$ cat config.mk
export PLATFORM = sky130hd
export DESIGN_NAME = i2c_master_bit_sequencer
export DESIGN_NICKNAME = d
export VERILOG_FILES = /design/src/hw/rtl/i2c_seq_pkg.sv /design/src/hw/rtl/i2c_master_bit_sequencer.sv
export SDC_FILE = /design/constraint.sdc
export NUM_CORES = 1
export LEC_CHECK = 0
export ABC_AREA = 1
export BUFFER_PORTS_ARGS = -buffer_cell sky130_fd_sc_hd__buf_2
export CORE_UTILIZATION = 45
export CTS_BUF_LIST = sky130_fd_sc_hd__clkbuf_2 sky130_fd_sc_hd__clkbuf_4 sky130_fd_sc_hd__clkbuf_8
export CTS_CLUSTER_SIZE = 10
export DETAILED_ROUTE_END_ITERATION = 8
export PLACE_DENSITY = 0.7
export SLEW_MARGIN = 20
export SYNTH_ARGS = -nofsm -noshare
export SYNTH_HDL_FRONTEND = slang
export SYNTH_SLANG_ARGS = --single-unit
$ cat constraint.sdc
create_clock -name clk -period 3.57 [get_ports clk]
set_clock_uncertainty 0.05 [all_clocks]
set_input_delay 0.357 -clock clk [delete_from_list [all_inputs] [get_ports clk]]
set_output_delay 0.357 -clock clk [all_outputs]
set_load 0.01 [all_outputs]
$ cat src/hw/rtl/i2c_seq_pkg.sv
// Package for the I2C master bit sequencer.
// Holds the request and result payload types, command codes, the timeout reset value and a register index.
// No dependencies.
package i2c_seq_pkg;

  // Command codes carried in the action field of a request.
  localparam logic [2:0] ACT_NONE     = 3'd0;
  localparam logic [2:0] ACT_START    = 3'd1;
  localparam logic [2:0] ACT_STOP     = 3'd2;
  localparam logic [2:0] ACT_SEND     = 3'd3;
  localparam logic [2:0] ACT_RECV     = 3'd4;
  localparam logic [2:0] ACT_ACK      = 3'd5;
  localparam logic [2:0] ACT_NACK     = 3'd6;
  localparam logic [2:0] ACT_WAIT_ACK = 3'd7;

  // Reset value of the ACK timeout register.
  localparam logic [7:0] ACK_TIMEOUT_RESET = 8'd50;

  // Register index of the ACK timeout register.
  localparam logic REG_ACK_TIMEOUT = 1'b0;

  // One tick request.
  typedef struct packed {
    logic [2:0] action;
    logic [7:0] tx_byte;
    logic       sda_in;
  } req_t;

  // Line levels and status for one tick.
  typedef struct packed {
    logic       scl_out;
    logic       sda_out;
    logic       busy_res;
    logic       done_res;
    logic [7:0] rx_byte;
    logic       ack_fail;
  } res_t;

endpackage

$ cat src/hw/rtl/i2c_master_bit_sequencer.sv
// I2C master bit sequencer: top level with command sequencing and APB register.
// Depends on i2c_seq_pkg for payload types and command codes.
//
// Each request is one bit-timing tick: it carries the sampled SDA level and, while the block
// is idle, a command (start, stop, send byte, receive byte, ACK, NACK, wait for ACK). Every
// request produces exactly one result holding the SCL and SDA levels to drive during that
// tick, plus busy, done, the last received byte and the ACK failure flag. A request is taken
// on every clock while the result register is empty or being drained, so the block sustains
// one tick per clock; the result appears in the cycle after its request is taken, from the
// single result register. Commands given while busy are ignored. The ack_timeout register (byte
// address 0, reset 50) sets how many high SDA samples a wait for ACK tolerates before it
// issues a stop and raises ack_fail; the sample after that many high ones gives up, so even
// a value of 255 ends after 256 high samples. Write it only while idle.
module i2c_master_bit_sequencer (
  input  logic                clk,
  input  logic                rst,
  // Request channel
  input  logic                req_valid,
  output logic                req_ready,
  input  i2c_seq_pkg::req_t   req,
  // Result channel
  output logic                res_valid,
  input  logic                res_ready,
  output i2c_seq_pkg::res_t   res,
  // Configuration port
  input  logic                psel,
  input  logic                penable,
  input  logic                pwrite,
  input  logic [2:0]          paddr,
  input  logic [31:0]         pwdata,
  output logic [31:0]         prdata,
  output logic                pready
);

  // Sequencer state.
  logic [2:0] cmd, cmd_next;
  logic [1:0] phase, phase_next;
  logic [2:0] bit_index, bit_index_next;
  logic [7:0] shift_reg, shift_reg_next;
  logic [7:0] timeout_count, timeout_count_next;
  logic       scl_level, scl_level_next;
  logic       sda_level, sda_level_next;
  logic       fail_flag, fail_flag_next;
  logic [7:0] rx_value, rx_value_next;
  logic [7:0] ack_timeout;

  i2c_seq_pkg::res_t res_next;
  logic              req_fire;
  logic              busy, done, tail;
  logic [8:0]        count_inc;

  // A new request is taken whenever the result register is free or drains this cycle.
  assign req_ready = !res_valid || res_ready;
  assign req_fire  = req_valid && req_ready;

  // Configuration register access.
  assign pready = 1'b1;
  assign prdata = {24'd0, ack_timeout};

  always_ff @(posedge clk) begin
    if (rst) begin
      ack_timeout <= i2c_seq_pkg::ACK_TIMEOUT_RESET;
    end else if (psel && penable && pwrite && paddr[2] == i2c_seq_pkg::REG_ACK_TIMEOUT) begin
      ack_timeout <= pwdata[7:0];
    end
  end

  // Next state and tick result for the request at the input.
  always_comb begin
    cmd_next           = cmd;
    phase_next         = phase;
    bit_index_next     = bit_index;
    shift_reg_next     = shift_reg;
    timeout_count_next = timeout_count;
    scl_level_next     = scl_level;
    sda_level_next     = sda_level;
    fail_flag_next     = fail_flag;
    rx_value_next      = rx_value;
    busy               = 1'b0;
    done               = 1'b0;
    tail               = 1'b0;
    count_inc          = {1'b0, timeout_count} + 9'd1;

    // An idle sequencer picks up a new command and runs its first tick at once.
    if (cmd == i2c_seq_pkg::ACT_NONE && req.action != i2c_seq_pkg::ACT_NONE) begin
      cmd_next           = req.action;
      phase_next         = 2'd0;
      bit_index_next     = 3'd0;
      shift_reg_next     = (req.action == i2c_seq_pkg::ACT_SEND) ? req.tx_byte : 8'd0;
      timeout_count_next = 8'd0;
      count_inc          = 9'd1;
      if (req.action == i2c_seq_pkg::ACT_WAIT_ACK) begin
        fail_flag_next = 1'b0;
      end
    end

    if (cmd_next != i2c_seq_pkg::ACT_NONE) begin
      busy = 1'b1;
      case (cmd_next)
        i2c_seq_pkg::ACT_START: begin
          if (phase_next == 2'd0) begin
            sda_level_next = 1'b1;
            scl_level_next = 1'b1;
            phase_next     = 2'd1;
          end else begin
            sda_level_next = 1'b0;
            tail           = 1'b1;
            done           = 1'b1;
          end
        end
        i2c_seq_pkg::ACT_STOP: begin
          if (phase_next == 2'd0) begin
            sda_level_next = 1'b0;
            scl_level_next = 1'b1;
            phase_next     = 2'd1;
          end else begin
            sda_level_next = 1'b1;
            done           = 1'b1;
          end
        end
        i2c_seq_pkg::ACT_SEND: begin
          if (phase_next == 2'd0) begin
            sda_level_next = shift_reg_next[7];
            phase_next     = 2'd1;
          end else if (phase_next == 2'd1) begin
            scl_level_next = 1'b1;
            phase_next     = 2'd2;
          end else begin
            scl_level_next = 1'b0;
            if (bit_index_next == 3'd7) begin
              done = 1'b1;
            end else begin
              bit_index_next = bit_index_next + 3'd1;
              shift_reg_next = {shift_reg_next[6:0], 1'b0};
              phase_next     = 2'd0;
            end
          end
        end
        i2c_seq_pkg::ACT_RECV: begin
          if (phase_next == 2'd0) begin
            // Release SDA before the first bit so the slave can drive it.
            if (bit_index_next == 3'd0) begin
              sda_level_next = 1'b1;
            end
            scl_level_next = 1'b0;
            phase_next     = 2'd1;
          end else begin
            scl_level_next = 1'b1;
            shift_reg_next = {shift_reg_next[6:0], req.sda_in};
            if (bit_index_next == 3'd7) begin
              rx_value_next = shift_reg_next;
              tail          = 1'b1;
              done          = 1'b1;
            end else begin
              bit_index_next = bit_index_next + 3'd1;
              phase_next     = 2'd0;
            end
          end
        end
        i2c_seq_pkg::ACT_ACK, i2c_seq_pkg::ACT_NACK: begin
          if (phase_next == 2'd0) begin
            sda_level_next = (cmd_next == i2c_seq_pkg::ACT_NACK);
            phase_next     = 2'd1;
          end else begin
            scl_level_next = 1'b1;
            tail           = 1'b1;
            done           = 1'b1;
          end
        end
        default: begin
          // Wait for ACK: release SDA, raise SCL, then sample until low or timeout.
          if (phase_next == 2'd0) begin
            sda_level_next = 1'b1;
            phase_next     = 2'd1;
          end else if (phase_next == 2'd1) begin
            scl_level_next = 1'b1;
            phase_next     = 2'd2;
          end else if (phase_next == 2'd2) begin
            if (!req.sda_in) begin
              scl_level_next = 1'b0;
              done           = 1'b1;
            end else if (count_inc > {1'b0, ack_timeout}) begin
              // Timed out: this tick becomes the first half of a stop.
              sda_level_next = 1'b0;
              scl_level_next = 1'b1;
              phase_next     = 2'd3;
            end else begin
              timeout_count_next = count_inc[7:0];
            end
          end else begin
            sda_level_next = 1'b1;
            fail_flag_next = 1'b1;
            done           = 1'b1;
          end
        end
      endcase
    end

    // The tick shows the levels before any trailing SCL low.
    res_next.scl_out  = scl_level_next;
    res_next.sda_out  = sda_level_next;
    res_next.busy_res = busy;
    res_next.done_res = done;
    res_next.rx_byte  = rx_value_next;
    res_next.ack_fail = fail_flag_next;

    if (tail) begin
      scl_level_next = 1'b0;
    end
    if (done) begin
      cmd_next       = i2c_seq_pkg::ACT_NONE;
      phase_next     = 2'd0;
      bit_index_next = 3'd0;
    end
  end

  // State update on each accepted request.
  always_ff @(posedge clk) begin
    if (rst) begin
      cmd           <= i2c_seq_pkg::ACT_NONE;
      phase         <= 2'd0;
      bit_index     <= 3'd0;
      shift_reg     <= 8'd0;
      timeout_count <= 8'd0;
      scl_level     <= 1'b1;
      sda_level     <= 1'b1;
      fail_flag     <= 1'b0;
      rx_value      <= 8'd0;
    end else if (req_fire) begin
      cmd           <= cmd_next;
      phase         <= phase_next;
      bit_index     <= bit_index_next;
      shift_reg     <= shift_reg_next;
      timeout_count <= timeout_count_next;
      scl_level     <= scl_level_next;
      sda_level     <= sda_level_next;
      fail_flag     <= fail_flag_next;
      rx_value      <= rx_value_next;
    end
  end

  // Result register.
  always_ff @(posedge clk) begin
    if (rst) begin
      res_valid <= 1'b0;
    end else if (req_fire) begin
      res_valid <= 1'b1;
    end else if (res_ready) begin
      res_valid <= 1'b0;
    end
  end

  always_ff @(posedge clk) begin
    if (req_fire) begin
      res <= res_next;
    end
  end

endmodule
======== Word level (Yosys, flattened, before mapping) ========
Cells that the tools add are included.
word-level totals
  register bits after elaboration ......... 57
  input port bits ......................... 54
  output and inout bits ................... 48
  logic and storage cells ................. 142
cells by class
  add/subtract/negate cells ............... 2
  $lt $le $gt $ge ......................... 1
  equality and inequality tests ........... 11
  muxes and demuxes ....................... 92
  bitwise gates (word level) .............. 1
  reductions and logical operators ........ 18
operator list
  kind                                                                   count
  8-bit 2-to-1 mux                                                       19
  1-bit 2-to-1 mux                                                       43
  3-bit 2-to-1 mux                                                       9
  2-bit 2-to-1 mux                                                       13
  8-bit one-hot mux with 2 select lines                                  1
  3-bit equality test, second input constant                             5
  8-bit by 1-bit adder with 9-bit output, second input constant          1
  3-bit by 2-bit equality test with 1-bit output, second input constant  3
  9-bit by 8-bit > comparator with 1-bit output                          1
  9-bit 2-to-1 mux                                                       1
  3-bit zero test                                                        2
  2-bit one-hot mux with 3 select lines                                  1
  3-bit one-hot mux with 2 select lines                                  1
  3-bit nonzero test                                                     2
  6-bit OR reduction                                                     1
  1-bit logical AND                                                      5
  1-bit one-hot mux with 5 select lines                                  1
  1-bit one-hot mux with 4 select lines                                  1
  2-bit OR reduction                                                     2
  4-bit OR reduction                                                     1
  3-bit by 1-bit adder with 3-bit output, second input constant          1
  3-bit by 1-bit equality test with 1-bit output, second input constant  1
  1-bit one-hot mux with 3 select lines                                  1
  3-bit OR reduction                                                     1
  8 further kinds                                                        8

======== Depth between registers and ports, before layout ========
  depth in word-level cells ............... 12
  mapped depth ............................ 22
  depth with buffers taken out ............ 22

======== Worst setup path after synthesis ========
OpenSTA, ideal clock, no wires.
  path kind ............................... input port to flip-flop
  start point ............................. input req[9] (netlist bit)
  end point ............................... register timeout_count[3]
  setup time .............................. 0.132 ns
  arrival time ............................ 2.408 ns
  required time ........................... 3.388 ns
  slack ................................... 0.979 ns
  stages .................................. 19
  path buffers ............................ 3
  path through ............................ nor2_1 nand2_1 nand2_4 buf_4 buf_4 o21ai_0 a21oi_1 ha_1 nand2_1 inv_1 o21ai_0 nand3_1 nand2_1 nand2_1 nand2_1 nand2_2 buf_6 o211ai_1 a21oi_1
between the ends
  longest elaborated chain between the ends .. 11
  elaborated cells between the ends (all ways) .. 25
  those cells by class .................... order compare (1); eq/ne (8); mux (11); reduce/logical (5)
RTL lines
  item                                           line                             RTL
  start: declaration                             i2c_master_bit_sequencer.sv:20   input i2c_seq_pkg::req_t req,
  3-bit nonzero test                             i2c_master_bit_sequencer.sv:85   if (cmd == i2c_seq_pkg::ACT_NONE && req.action != i2c_seq_pkg::ACT_NONE) begin
  1-bit logical AND                              i2c_master_bit_sequencer.sv:85
  9-bit 2-to-1 mux                               i2c_master_bit_sequencer.sv:85
  9-bit by 8-bit > comparator with 1-bit output  i2c_master_bit_sequencer.sv:182  end else if (count_inc > {1'b0, ack_timeout}) begin
  8-bit 2-to-1 mux                               i2c_master_bit_sequencer.sv:182
  8-bit 2-to-1 mux                               i2c_master_bit_sequencer.sv:179  if (!req.sda_in) begin
  8-bit 2-to-1 mux                               i2c_master_bit_sequencer.sv:178  end else if (phase_next == 2'd2) begin
  8-bit 2-to-1 mux                               i2c_master_bit_sequencer.sv:175  end else if (phase_next == 2'd1) begin
  8-bit 2-to-1 mux                               i2c_master_bit_sequencer.sv:172  if (phase_next == 2'd0) begin
  8-bit 2-to-1 mux                               i2c_master_bit_sequencer.sv:99   case (cmd_next)
  8-bit 2-to-1 mux *                             i2c_master_bit_sequencer.sv:97   if (cmd_next != i2c_seq_pkg::ACT_NONE) begin
  end signal: assignment                         i2c_master_bit_sequencer.sv:234  timeout_count <= timeout_count_next;
  end: declaration                               i2c_master_bit_sequencer.sv:40   logic [7:0] timeout_count, timeout_count_next;
Every way passes the cells marked *; elsewhere a longest branch is shown, timed or not.
A chain may end at the register's enable or synchronous reset.

======== Worst setup path in the final report ========
  start point ............................. register timeout_count[0]
  end point ............................... register timeout_count[7]
between the ends
  longest elaborated chain between the ends .. 10
RTL lines
  item                                           line                             RTL
  8-bit by 1-bit adder with 9-bit output *       i2c_master_bit_sequencer.sv:82   count_inc = {1'b0, timeout_count} + 9'd1;
  9-bit 2-to-1 mux *                             i2c_master_bit_sequencer.sv:85
  9-bit by 8-bit > comparator with 1-bit output  i2c_master_bit_sequencer.sv:182
  8-bit 2-to-1 mux *                             i2c_master_bit_sequencer.sv:182
  8-bit 2-to-1 mux *                             i2c_master_bit_sequencer.sv:179
  8-bit 2-to-1 mux *                             i2c_master_bit_sequencer.sv:178
  8-bit 2-to-1 mux *                             i2c_master_bit_sequencer.sv:175
  8-bit 2-to-1 mux *                             i2c_master_bit_sequencer.sv:172
  8-bit 2-to-1 mux *                             i2c_master_bit_sequencer.sv:99
  8-bit 2-to-1 mux *                             i2c_master_bit_sequencer.sv:97
Marks and branches as above.

==> results.md <==
- Status: complete, no violations
- Non-Filler Instances: between 700 and 800
- Reg clk slew, reported paths: 60 ps
- Pre-antenna DRT Iters: 5
- CP arrival: just over 3000 ps
- CTS tree: built
- Most flop-heavy register: res
- Crit path depth: 20
- Crit path max fanout: 13
- Syn. warnings: 0
- Total negative slack: 0 ps
- Nets: approximately 660
- Endpoints failing hold: 0
- Fraction of registers with async set/reset: 0%
- Register bit total from synthesis: 57
- Max-cap viol count: 0
- Area after DPL: roughly 0.0040 mm2
- Overflow after GRT: 0
- Cell area after synthesis: ~0.0038 mm2
- Vias in the first global route: roughly 3300
- 1st-iter DRT viols: around 180
- VDD IR max: 0.0001968 V
- Fin util: a little over 50%
- Worst hold path type: in -> reg
- Syn Inst Count: 551
- Worst path bufs/invs: 4
- Port bufs: 50
- Slew Limit Headroom: 42.14%
- Cells on worst reg2reg path: 20
- Hold_ws: ~180 ps
- Total clock buffers created by CTS: 9
- Slew @ Worst Pin: about 860 ps
- Die area: ~0.0087 mm2
- CP cell instances: ha_1 -> nand2_1 -> inv_1 -> nand2_1 -> inv_1 -> nand2_1 -> inv_1 -> a21oi_1 -> nor2_1 -> ha_1 -> a21oi_1 -> o21bai_1 -> a21oi_1 -> nand2_1 -> nand2_1 -> nand2_2 -> nand3_1 -> nand2_1 -> o21ai_0 -> inv_1
- P&R area growth vs syn: 11.62%
- DRC: 0
- Final critical-path required period: between 2000 and 3000 ps
- Multi-input gate area: 0.002022 mm2
- ANT cells: 0
- Clock root buffer: clkbuf_8
- Detailed Route WL: between 8000 and 9000 um
- Worst endpoint required time: 3760 ps
- Post-CTS Resized: 0
- Final ANT Viol Nets: 0
- Seq. cell area: between 0.001 and 0.0015 mm2
- Commonest non-fill, non-tap cell in the layout: nand2_1
- Hold Crit Depth: 3
- Clk_lat worst skew: ~350 ps
- First-pass GRT wire length: around 15000 um
- Clk sinks: 57
- Vias: ~3600
- Average wire per standard cell: around 13 um
- Leading cell types in the layout, fill and taps excluded: nand2_1 (109), inv_1 (69), nor2_1 (53)
- All-Layer GR Usage: between 20 and 25%
- Via density: 5.098
- RSZ-0062 raised after global routing: no
- I/O pin cnt: 102
- Slowest Stage Delay on Critical Path: between 300 and 400 ps
- Hold buffer count at cts: 0
- P_leak: around 2 nW
- Register area share after synthesis: approximately a third
- Fin crit share: between 80% and 90%
- CP Class: reg -> reg
- Top delay family on crit path: simple AND/OR/NAND/NOR gates
- Largest register FFs: 13
- Power Dens Cells: between 400 and 500 mW/mm2
- EDFF count, synth: 13
- Num rows: 33
- Share of cells above drive strength 1: 17.64%
- Top FF cell, synth: dfxtp_1
- Final setup violating endpoints: 0
- Fillers: around 840
- Syn Area/Cell: around 6.8 um2
- Max Slew Vio Count: 0
- H-tree levels: 3
- Post-DP HPWL: 6353 um
- Die height: between 90 and 100 um
- Largest net degree at the start of global routing: 41
- Clock Path Buffers: 2
- Worst path slowest cell: dfxtp_1
- Crit end category: flop
- Synth cell types: between 40 and 50
- Max Freq: about 340 MHz
- CP Launch Type: flop
- Core box area: approximately 0.0082 mm2
- Post-CTS Setup Bufs: 0
- Initial antenna violation count: 0
- Die Wd: 93.50 um
- Fin area: roughly 0.0042 mm2
- Inst Count DP: 690
- Crit-path most repeated cell: nand2_1
- GPL Wtd Cong: 0.9108
- Starting density of the core: between 40% and 50%
-- power breakdown --
group          leakage (nW)  switching [W]  internal [W]  total [W]
clock                 0.110       0.000270      0.000407   0.000677
combinational          1.42       0.000337      0.000141   0.000478
sequential            0.488      0.0000293      0.000713   0.000742
total                  2.02       0.000637       0.00126    0.00190
-- cell type report --
class                   count  share of cell area [%]
clock buffers              10                   3.273
clock inverters             6                   1.934
inverters                  77                   6.873
multi-input cells         398                   48.08
flip-flops and latches     57                   30.23
well taps                 105                   3.124
repair buffers             53                   6.486
-- final timing paths --
path / from / end / slack [ps]
hold reg to reg: bit_index[0]$_SDFFE_PP0P_ / bit_index[0]$_SDFFE_PP0P_ / 420
setup reg to reg: timeout_count[0]$_SDFFE_PP0P_ / timeout_count[7]$_SDFFE_PP0P_ / 660
setup / recovery: timeout_count[0]$_SDFFE_PP0P_ / timeout_count[7]$_SDFFE_PP0P_ / 660
hold / removal: pwdata[1] / ack_timeout[1]$_SDFFE_PP1P_ / 180
-- worst min-delay path: cells and delay by family --
family	cells	cell delay, ps
AO/OA/AOI/OAI	1	60
AND/OR/NAND/NOR	1	40
buffers and inverters	1	80
-- per-stage QoR --
stage / power (W) / setup slack (ps)
floorplan: 0.001129 / 979.4
global placement: 0.001219 / 573.1
detailed placement: 0.001229 / 514.0
CTS: 0.001905 / 671.0
global route: 0.002001 / 232.8
finish: 0.001897 / 659.6
-- cells in the mapped netlist (2+ instances only) --
master | instances | share of area, %
a21oi_1 | 40 | 5.3
a21oi_2 | 3 | 0.70
a31oi_1 | 9 | 1.5
buf_4 | 28 | 5.6
clkbuf_1 | 11 | 1.1
conb_1 | 2 | 0.20
dfxtp_1 | 44 | 23
edfxtp_1 | 13 | 10
ha_1 | 11 | 3.7
inv_1 | 69 | 6.9
inv_2 | 7 | 0.70
nand2_1 | 109 | 11
nand2_2 | 9 | 1.5
nand2_4 | 3 | 0.90
nand3_1 | 29 | 3.9
nand3_2 | 3 | 0.80
nand3b_1 | 2 | 0.40
nand4_1 | 6 | 1.0
nor2_1 | 53 | 5.3
nor2_2 | 6 | 1.0
nor2_4 | 4 | 1.2
nor3_1 | 2 | 0.27
o211ai_1 | 6 | 1.2
o21ai_0 | 35 | 4.6
o21ai_1 | 26 | 3.5
o22ai_1 | 6 | 1.0
-- routing by layer --
| layer | vias up | GRT usage (%) | wire [um] |
|---|---|---|---|
| li1 | 1855 | - | - |
| met1 | 1614 | 25.98 | 4000 |
| met2 | 109 | 37.50 | 4191 |
| met3 | 21 | 3.984 | 391 |
| met4 | 0 | 11.15 | 264 |
| met5 | - | 0 | 0 |
-- cells by family after synthesis --
group	count (synthesis)	share of synthesized area [%]
AO/OA/AOI/OAI	133	19.83
XOR/XNOR	1	0.2325
adder cells (fa/ha/maj)	11	3.653
buffers and inverters	119	14.88
flip-flops	57	33.74
multiplexers	1	0.2657
other	2	0.1993
AND/OR/NAND/NOR	227	27.20
Note: power is estimated with default switching activity, not from simulation.
